**src/design/lpom_pkg.sv**
```systemverilog
// package: shared constants, sine table, state type and helper functions
`timescale 1ns / 1ps

package lpom_pkg;

    localparam int MAP_SIDE_DEF = 1024;
    localparam int WORD_BITS    = 32;
    localparam int BIT_IDX_W    = 5;

    localparam int MODE_W   = 2;
    localparam int POSE_W   = 10;
    localparam int HEAD_W   = 9;
    localparam int POINT_W  = 11;
    localparam int TRIG_W   = 16;
    localparam int FRAC_W   = 14;
    localparam int PROD_W   = POINT_W + TRIG_W;
    localparam int TRUNC_W  = PROD_W - FRAC_W;
    localparam int DEG_W    = 10;

    localparam logic [DEG_W-1:0] HALF_TURN_DEG    = 10'd180;
    localparam logic [DEG_W-1:0] FULL_TURN_DEG    = 10'd360;
    localparam logic [DEG_W-1:0] QUARTER_TURN_DEG = 10'd90;

    localparam logic [MODE_W-1:0] MODE_POSE = 2'd0;
    localparam logic [MODE_W-1:0] MODE_MARK = 2'd1;
    localparam logic [MODE_W-1:0] MODE_READ = 2'd2;

    localparam logic signed [TRIG_W-1:0] TRIG_ONE = 16'sd16384;

    typedef enum logic [2:0] {
        S_CLEAR,
        S_IDLE,
        S_MUL,
        S_SUM,
        S_ADR,
        S_RD,
        S_WB
    } t_state;

    // round(16384 * sin(k deg)), k = 0..90
    localparam logic [14:0] QSINE [0:90] = '{
        15'd0,     15'd286,   15'd572,   15'd857,   15'd1143,
        15'd1428,  15'd1713,  15'd1997,  15'd2280,  15'd2563,
        15'd2845,  15'd3126,  15'd3406,  15'd3686,  15'd3964,
        15'd4240,  15'd4516,  15'd4790,  15'd5063,  15'd5334,
        15'd5604,  15'd5872,  15'd6138,  15'd6402,  15'd6664,
        15'd6924,  15'd7182,  15'd7438,  15'd7692,  15'd7943,
        15'd8192,  15'd8438,  15'd8682,  15'd8923,  15'd9162,
        15'd9397,  15'd9630,  15'd9860,  15'd10087, 15'd10311,
        15'd10531, 15'd10749, 15'd10963, 15'd11174, 15'd11381,
        15'd11585, 15'd11786, 15'd11983, 15'd12176, 15'd12365,
        15'd12551, 15'd12733, 15'd12911, 15'd13085, 15'd13255,
        15'd13421, 15'd13583, 15'd13741, 15'd13894, 15'd14044,
        15'd14189, 15'd14330, 15'd14466, 15'd14598, 15'd14726,
        15'd14849, 15'd14968, 15'd15082, 15'd15191, 15'd15296,
        15'd15396, 15'd15491, 15'd15582, 15'd15668, 15'd15749,
        15'd15826, 15'd15897, 15'd15964, 15'd16026, 15'd16083,
        15'd16135, 15'd16182, 15'd16225, 15'd16262, 15'd16294,
        15'd16322, 15'd16344, 15'd16362, 15'd16374, 15'd16382,
        15'd16384
    };

    // sine in q1.14 of a degree value 0..449
    function automatic logic signed [TRIG_W-1:0] sine_q14(input logic [DEG_W-1:0] deg);
        logic [DEG_W-1:0]         d;
        logic                     neg;
        logic signed [TRIG_W-1:0] mag;
        begin
            d = deg;
            if (d >= FULL_TURN_DEG) begin
                d = d - FULL_TURN_DEG;
            end
            neg = (d >= HALF_TURN_DEG);
            if (neg) begin
                d = d - HALF_TURN_DEG;
            end
            if (d > QUARTER_TURN_DEG) begin
                d = HALF_TURN_DEG - d;
            end
            mag = $signed({1'b0, QSINE[d[6:0]]});
            return neg ? -mag : mag;
        end
    endfunction

    // product scaled down by 2^14, truncated toward zero
    function automatic logic signed [TRUNC_W-1:0] trunc_q14(input logic signed [PROD_W-1:0] p);
        logic signed [PROD_W-1:0] adj;
        begin
            adj = p + $signed({{(PROD_W-FRAC_W){1'b0}}, {FRAC_W{p[PROD_W-1]}}});
            return adj[PROD_W-1:FRAC_W];
        end
    endfunction

endpackage

```
**src/design/lpom_xform.sv**
```systemverilog
// point transform: rotate products, offset sums, bounds test, word address
`timescale 1ns / 1ps

module lpom_xform #(
    parameter int MAP_SIDE = 1024,
    parameter int ADDR_W   = 15
) (
    input  logic                                  i_clk,
    input  logic signed [lpom_pkg::POINT_W-1:0]   i_px,
    input  logic signed [lpom_pkg::POINT_W-1:0]   i_py,
    input  logic signed [lpom_pkg::TRIG_W-1:0]    i_sin,
    input  logic signed [lpom_pkg::TRIG_W-1:0]    i_cos,
    input  logic signed [lpom_pkg::POSE_W-1:0]    i_pose_col,
    input  logic signed [lpom_pkg::POSE_W-1:0]    i_pose_row,
    input  logic                                  i_direct,
    output logic [ADDR_W-1:0]                     o_waddr,
    output logic [lpom_pkg::BIT_IDX_W-1:0]        o_bit,
    output logic                                  o_inside
);

    localparam int CLW  = $clog2(MAP_SIDE);
    localparam int COLW = CLW + 1;
    localparam int CW   = ((COLW > 12) ? COLW : 12) + 2;
    localparam int NW   = $clog2(MAP_SIDE * MAP_SIDE);
    localparam logic signed [CW-1:0] HALF_C = CW'(MAP_SIDE / 2);
    localparam logic signed [CW-1:0] SIDE_C = CW'(MAP_SIDE);

    logic signed [lpom_pkg::TRUNC_W-1:0] r_t_xc, r_t_ys, r_t_yc, r_t_xs;
    logic signed [CW-1:0] col_sum, row_sum, col_sel, row_sel;
    logic [CLW-1:0] r_col, r_row;
    logic           r_inside;
    logic [NW-1:0]  cell_n;
    logic [ADDR_W-1:0]               r_waddr;
    logic [lpom_pkg::BIT_IDX_W-1:0]  r_bit;
    logic                            r_inside_q;

    // multiply stage
    always_ff @(posedge i_clk) begin
        r_t_xc <= lpom_pkg::trunc_q14(lpom_pkg::PROD_W'(i_px * i_cos));
        r_t_ys <= lpom_pkg::trunc_q14(lpom_pkg::PROD_W'(i_py * i_sin));
        r_t_yc <= lpom_pkg::trunc_q14(lpom_pkg::PROD_W'(i_py * i_cos));
        r_t_xs <= lpom_pkg::trunc_q14(lpom_pkg::PROD_W'(i_px * i_sin));
    end

    // sum and bounds stage
    always_comb begin
        col_sum = HALF_C + CW'(r_t_xc) + CW'(r_t_ys) + CW'(i_pose_col);
        row_sum = HALF_C + CW'(r_t_yc) - CW'(r_t_xs) - CW'(i_pose_row);
        col_sel = i_direct ? CW'(i_px) : col_sum;
        row_sel = i_direct ? CW'(i_py) : row_sum;
    end

    always_ff @(posedge i_clk) begin
        r_col    <= col_sel[CLW-1:0];
        r_row    <= row_sel[CLW-1:0];
        r_inside <= !col_sel[CW-1] && (col_sel < SIDE_C)
                 && !row_sel[CW-1] && (row_sel < SIDE_C);
    end

    // address stage
    assign cell_n = NW'(r_col) * NW'(MAP_SIDE) + NW'(r_row);

    always_ff @(posedge i_clk) begin
        r_waddr    <= ADDR_W'(cell_n >> lpom_pkg::BIT_IDX_W);
        r_bit      <= cell_n[lpom_pkg::BIT_IDX_W-1:0];
        r_inside_q <= r_inside;
    end

    assign o_waddr  = r_waddr;
    assign o_bit    = r_bit;
    assign o_inside = r_inside_q;

endmodule

```
**config.mk**
```make
export PLATFORM = sky130hd
export DESIGN_NAME = lpom_xform
export DESIGN_NICKNAME = d
export VERILOG_FILES = /design/src/design/lpom_pkg.sv /design/src/design/lpom_xform.sv
export SDC_FILE = /design/constraint.sdc
export NUM_CORES = 2
export LEC_CHECK = 0
export ABC_AREA = 0
export BUFFER_PORTS_ARGS = -buffer_cell sky130_fd_sc_hd__buf_2
export CAP_MARGIN = 5
export CORE_ASPECT_RATIO = 1.75
export CORE_MARGIN = 2
export CORE_UTILIZATION = 30
export DETAILED_ROUTE_END_ITERATION = 10
export PLACE_DENSITY = 0.55
export SYNTH_ARGS = -nofsm -noshare
export SYNTH_HDL_FRONTEND = slang
export SYNTH_SLANG_ARGS = --single-unit
export TNS_END_PERCENT = 5
```
**constraint.sdc**
```tcl
create_clock -name i_clk -period 11.03 [get_ports i_clk]
set_input_delay 0 -clock i_clk [delete_from_list [all_inputs] [get_ports i_clk]]
set_output_delay 0 -clock i_clk [all_outputs]
set_load 0.1 [all_outputs]
```
==> impl_metrics.tcl <==
set metrics [dict create \
    status "completed" \
    rsz0062_at_grt "false" \
    via_per_inst 4.712 \
    initial_core_util_pct 30.20 \
    skew_ns 0.01024 \
    synthesis.nets 4674 \
    worst_ep_required_time_ns 11.33 \
    cts_buffer_depth 2 \
    detail-route-antenna-nets 0 \
    post-route-min-period_ns 8.275 \
    ys_seq_elements 94 \
    worst_pin_slew_ns 1.032 \
    coreArea_um2 105800 \
    dieWidth_um 250.6 \
    ys_async_sr_fraction_pct 0 \
    fmax_ghz 0.1208 \
    ctsHtreeMaxLevel 3 \
    setup_viol 0 \
    ys.flop_type "dfxtp_1" \
    timing.final.crit_share_pct 75.02 \
    wire_per_inst_um 17.13 \
    gp_congestion 0.8649 \
    synth_edf_count 0 \
    maxCapViolCount 0 \
    rows 158 \
    die_h_um 435.6 \
    yosysUniqueCellTypes 78 \
    hpwl_um 70830 \
    final_common_cell "inv_1" \
    slowest_delay_ns 0.71 \
    cts_buffers 9 \
    worstSetupEndpointType "flop" \
    port_buffers 96 \
    grt_pass1_wl_um 139700 \
    post_cts_buffers 0 \
    grt_max_degree 35 \
    crit_fanout 33 \
    via_count 23425 \
    cts_tree "built" \
    clockRootBuffer "clkbuf_16" \
    drv_slew 0 \
    final_nets 4646 \
    grt-ovfl-total 0 \
    cp.arrival_ns 8.58 \
    ios 97 \
    die-area_um2 109200 \
    cpMostUsedCell "fa_1" \
    avgSynthCellArea_um2 8.793 \
    yosysWarnings 0 \
    area_growth_pct 6.410 \
    cts.sinks 94 \
    finalHoldViolations 0 \
    worstSetupPathType "in -> reg" \
    hold_path_class "in -> reg" \
    netlist_instances 3632 \
    dr.pass1.iters 5 \
    drive_gt1_share_pct 4.267 \
    worst_setup_path_start_kind "primary input" \
    slew_headroom_pct 30.69 \
    wl_um 85140 \
    grt_antenna_before_repair 13 \
    path_clk_slew_ns 0.07 \
    final_cell_mix "inv_1 (841), fa_1 (676), nand2_1 (437), ha_1 (290), and2_1 (288)" \
    drcViolationCount 0 \
    first_iter_violations 687 \
    seq_area_frac_synth_pct 5.892 \
    clock_latency_ns 0.38 \
    syn_area_um2 31940 \
    grt_usage_pct 16.28 \
    tns_ns 0 \
    slowest_stage "buf_2" \
    grt_pass1_vias 26171 \
]
final cells by class:
type / count / area, um^2
fillers: 11070 / 71780
multi-input cells: 2543 / 26310
inverters: 844 / 3168
flip-flops and latches: 94 / 1882
well taps: 1360 / 1702
repair buffers: 112 / 603.1
clock buffers: 12 / 256.5
clock inverters: 4 / 52.55
diodes: 2 / 5.005
metrics by stage:
stage / cells / hold WS, ns / setup slack (ns) / utilization, % / cell area, um^2
4_1_cts: 4969 / 0.09628 / 2.687 / 32.13 / 33980
6_report: 4971 / 0.09641 / 2.755 / 32.13 / 33980
5_1_grt: 4969 / 0.1312 / 1.914 / 32.13 / 33980
2_1_floorplan: 3632 / 0.1086 / 3.960 / - / 31940
3_5_place_dp: 4952 / 0.3121 / 2.313 / 31.82 / 33660
3_3_place_gp: 4952 / 0.3136 / 2.377 / 31.82 / 33660
sequential cells by signal (all words and copies together), names as in the netlist:
register  count
o_bit         5
o_inside      1
o_waddr      15
r_col        10
r_inside      1
r_row        10
r_t_xc       13
r_t_xs       13
r_t_yc       13
r_t_ys       13
layer usage:
metal / track usage, % / routed length, um / vias to the layer above
li1: - / - / 10886
met2: 32.23 / 47440 / 373
met1: 17.20 / 31580 / 11985
met4: 6.432 / 3656 / 16
met3: 1.822 / 2372 / 165
met5: 0 / 95 / -
worst paths after layout:
kind	endpoint	depth (start not counted)	slack (ns)	startpoint
worst max-delay path	r_t_xc[6]	27	2.76	i_px[2]
worst min-delay path	r_col[0]	4	0.1	i_pose_col[0]
worst max register to register	r_inside	15	7.00	r_t_yc[2]
worst min register to register	o_waddr[2]	0	0.33	r_row[7]
logic make-up after synthesis:
family                     count (synthesis)  share of synthesized area [%]
and+or+nand+nor                         1018                          15.48
buffers and inverters                    995                          11.71
adders and majority gates                966                          53.74
AOI/OAI and AO/OA                        360                          7.558
xor gates and xnor gates                 185                          5.140
DFF                                       94                          5.892
muxes                                     14                         0.4780
worst max-delay path, delay by kind of cell:
kind	cells	cell delay, ns
and+or+nand+nor	6	1.32
buffers and inverters	4	0.86
adders and majority gates	7	3.31
xor gates and xnor gates	2	0.75
AOI/OAI and AO/OA	8	2.26
synthesized netlist by cell type (4+ instances only):
cell       count  area, um^2
a31oi_1       15       93.84
nor4_1        10       62.56
dfxtp_1       94        1882
or3_1          6       37.54
a21oi_1      101       505.5
nand3_1       30       150.1
nor3_1        29       145.1
o2111ai_1      8       70.07
nor4b_1        6       52.55
and3_1        11       68.82
a211oi_1      19       142.6
o21ai_0       61       305.3
o211ai_1      11       82.58
buf_2          4       20.02
o21a_1        19       142.6
mux2_2         6       67.56
and2_1       288        1802
a21o_1        33       247.7
o21bai_1      21       157.7
o31ai_1        6       45.04
nand4_1       17       106.4
clkbuf_1     146       548.0
fa_1         676       13530
a21boi_0       4       30.03
o22ai_1        9       56.30
xnor2_1      133        1165
a211o_1        9       78.83
inv_1        841        3157
nand2_1      437        1640
xor2_1        50       437.9
and4_1         4       35.03
nor2_1       131       491.7
a2111oi_0      4       35.03
ha_1         290        3628
nand2b_1      24       150.1
mux2i_1        7       70.07
nor2b_1        9       56.30
a311o_1        4       40.04
timing repair:
| action | CTS | global route |
|---|---|---|
| hold endpoints to repair | 1 | 0 |
| resized for setup | 0 | 0 |
| setup endpoints to repair | 0 | 0 |
| hold buffers | 1 | 0 |
Power is left out: the tool's default activity adds up to more than one toggle a clock period on the data nets, which glitch-free logic cannot reach.
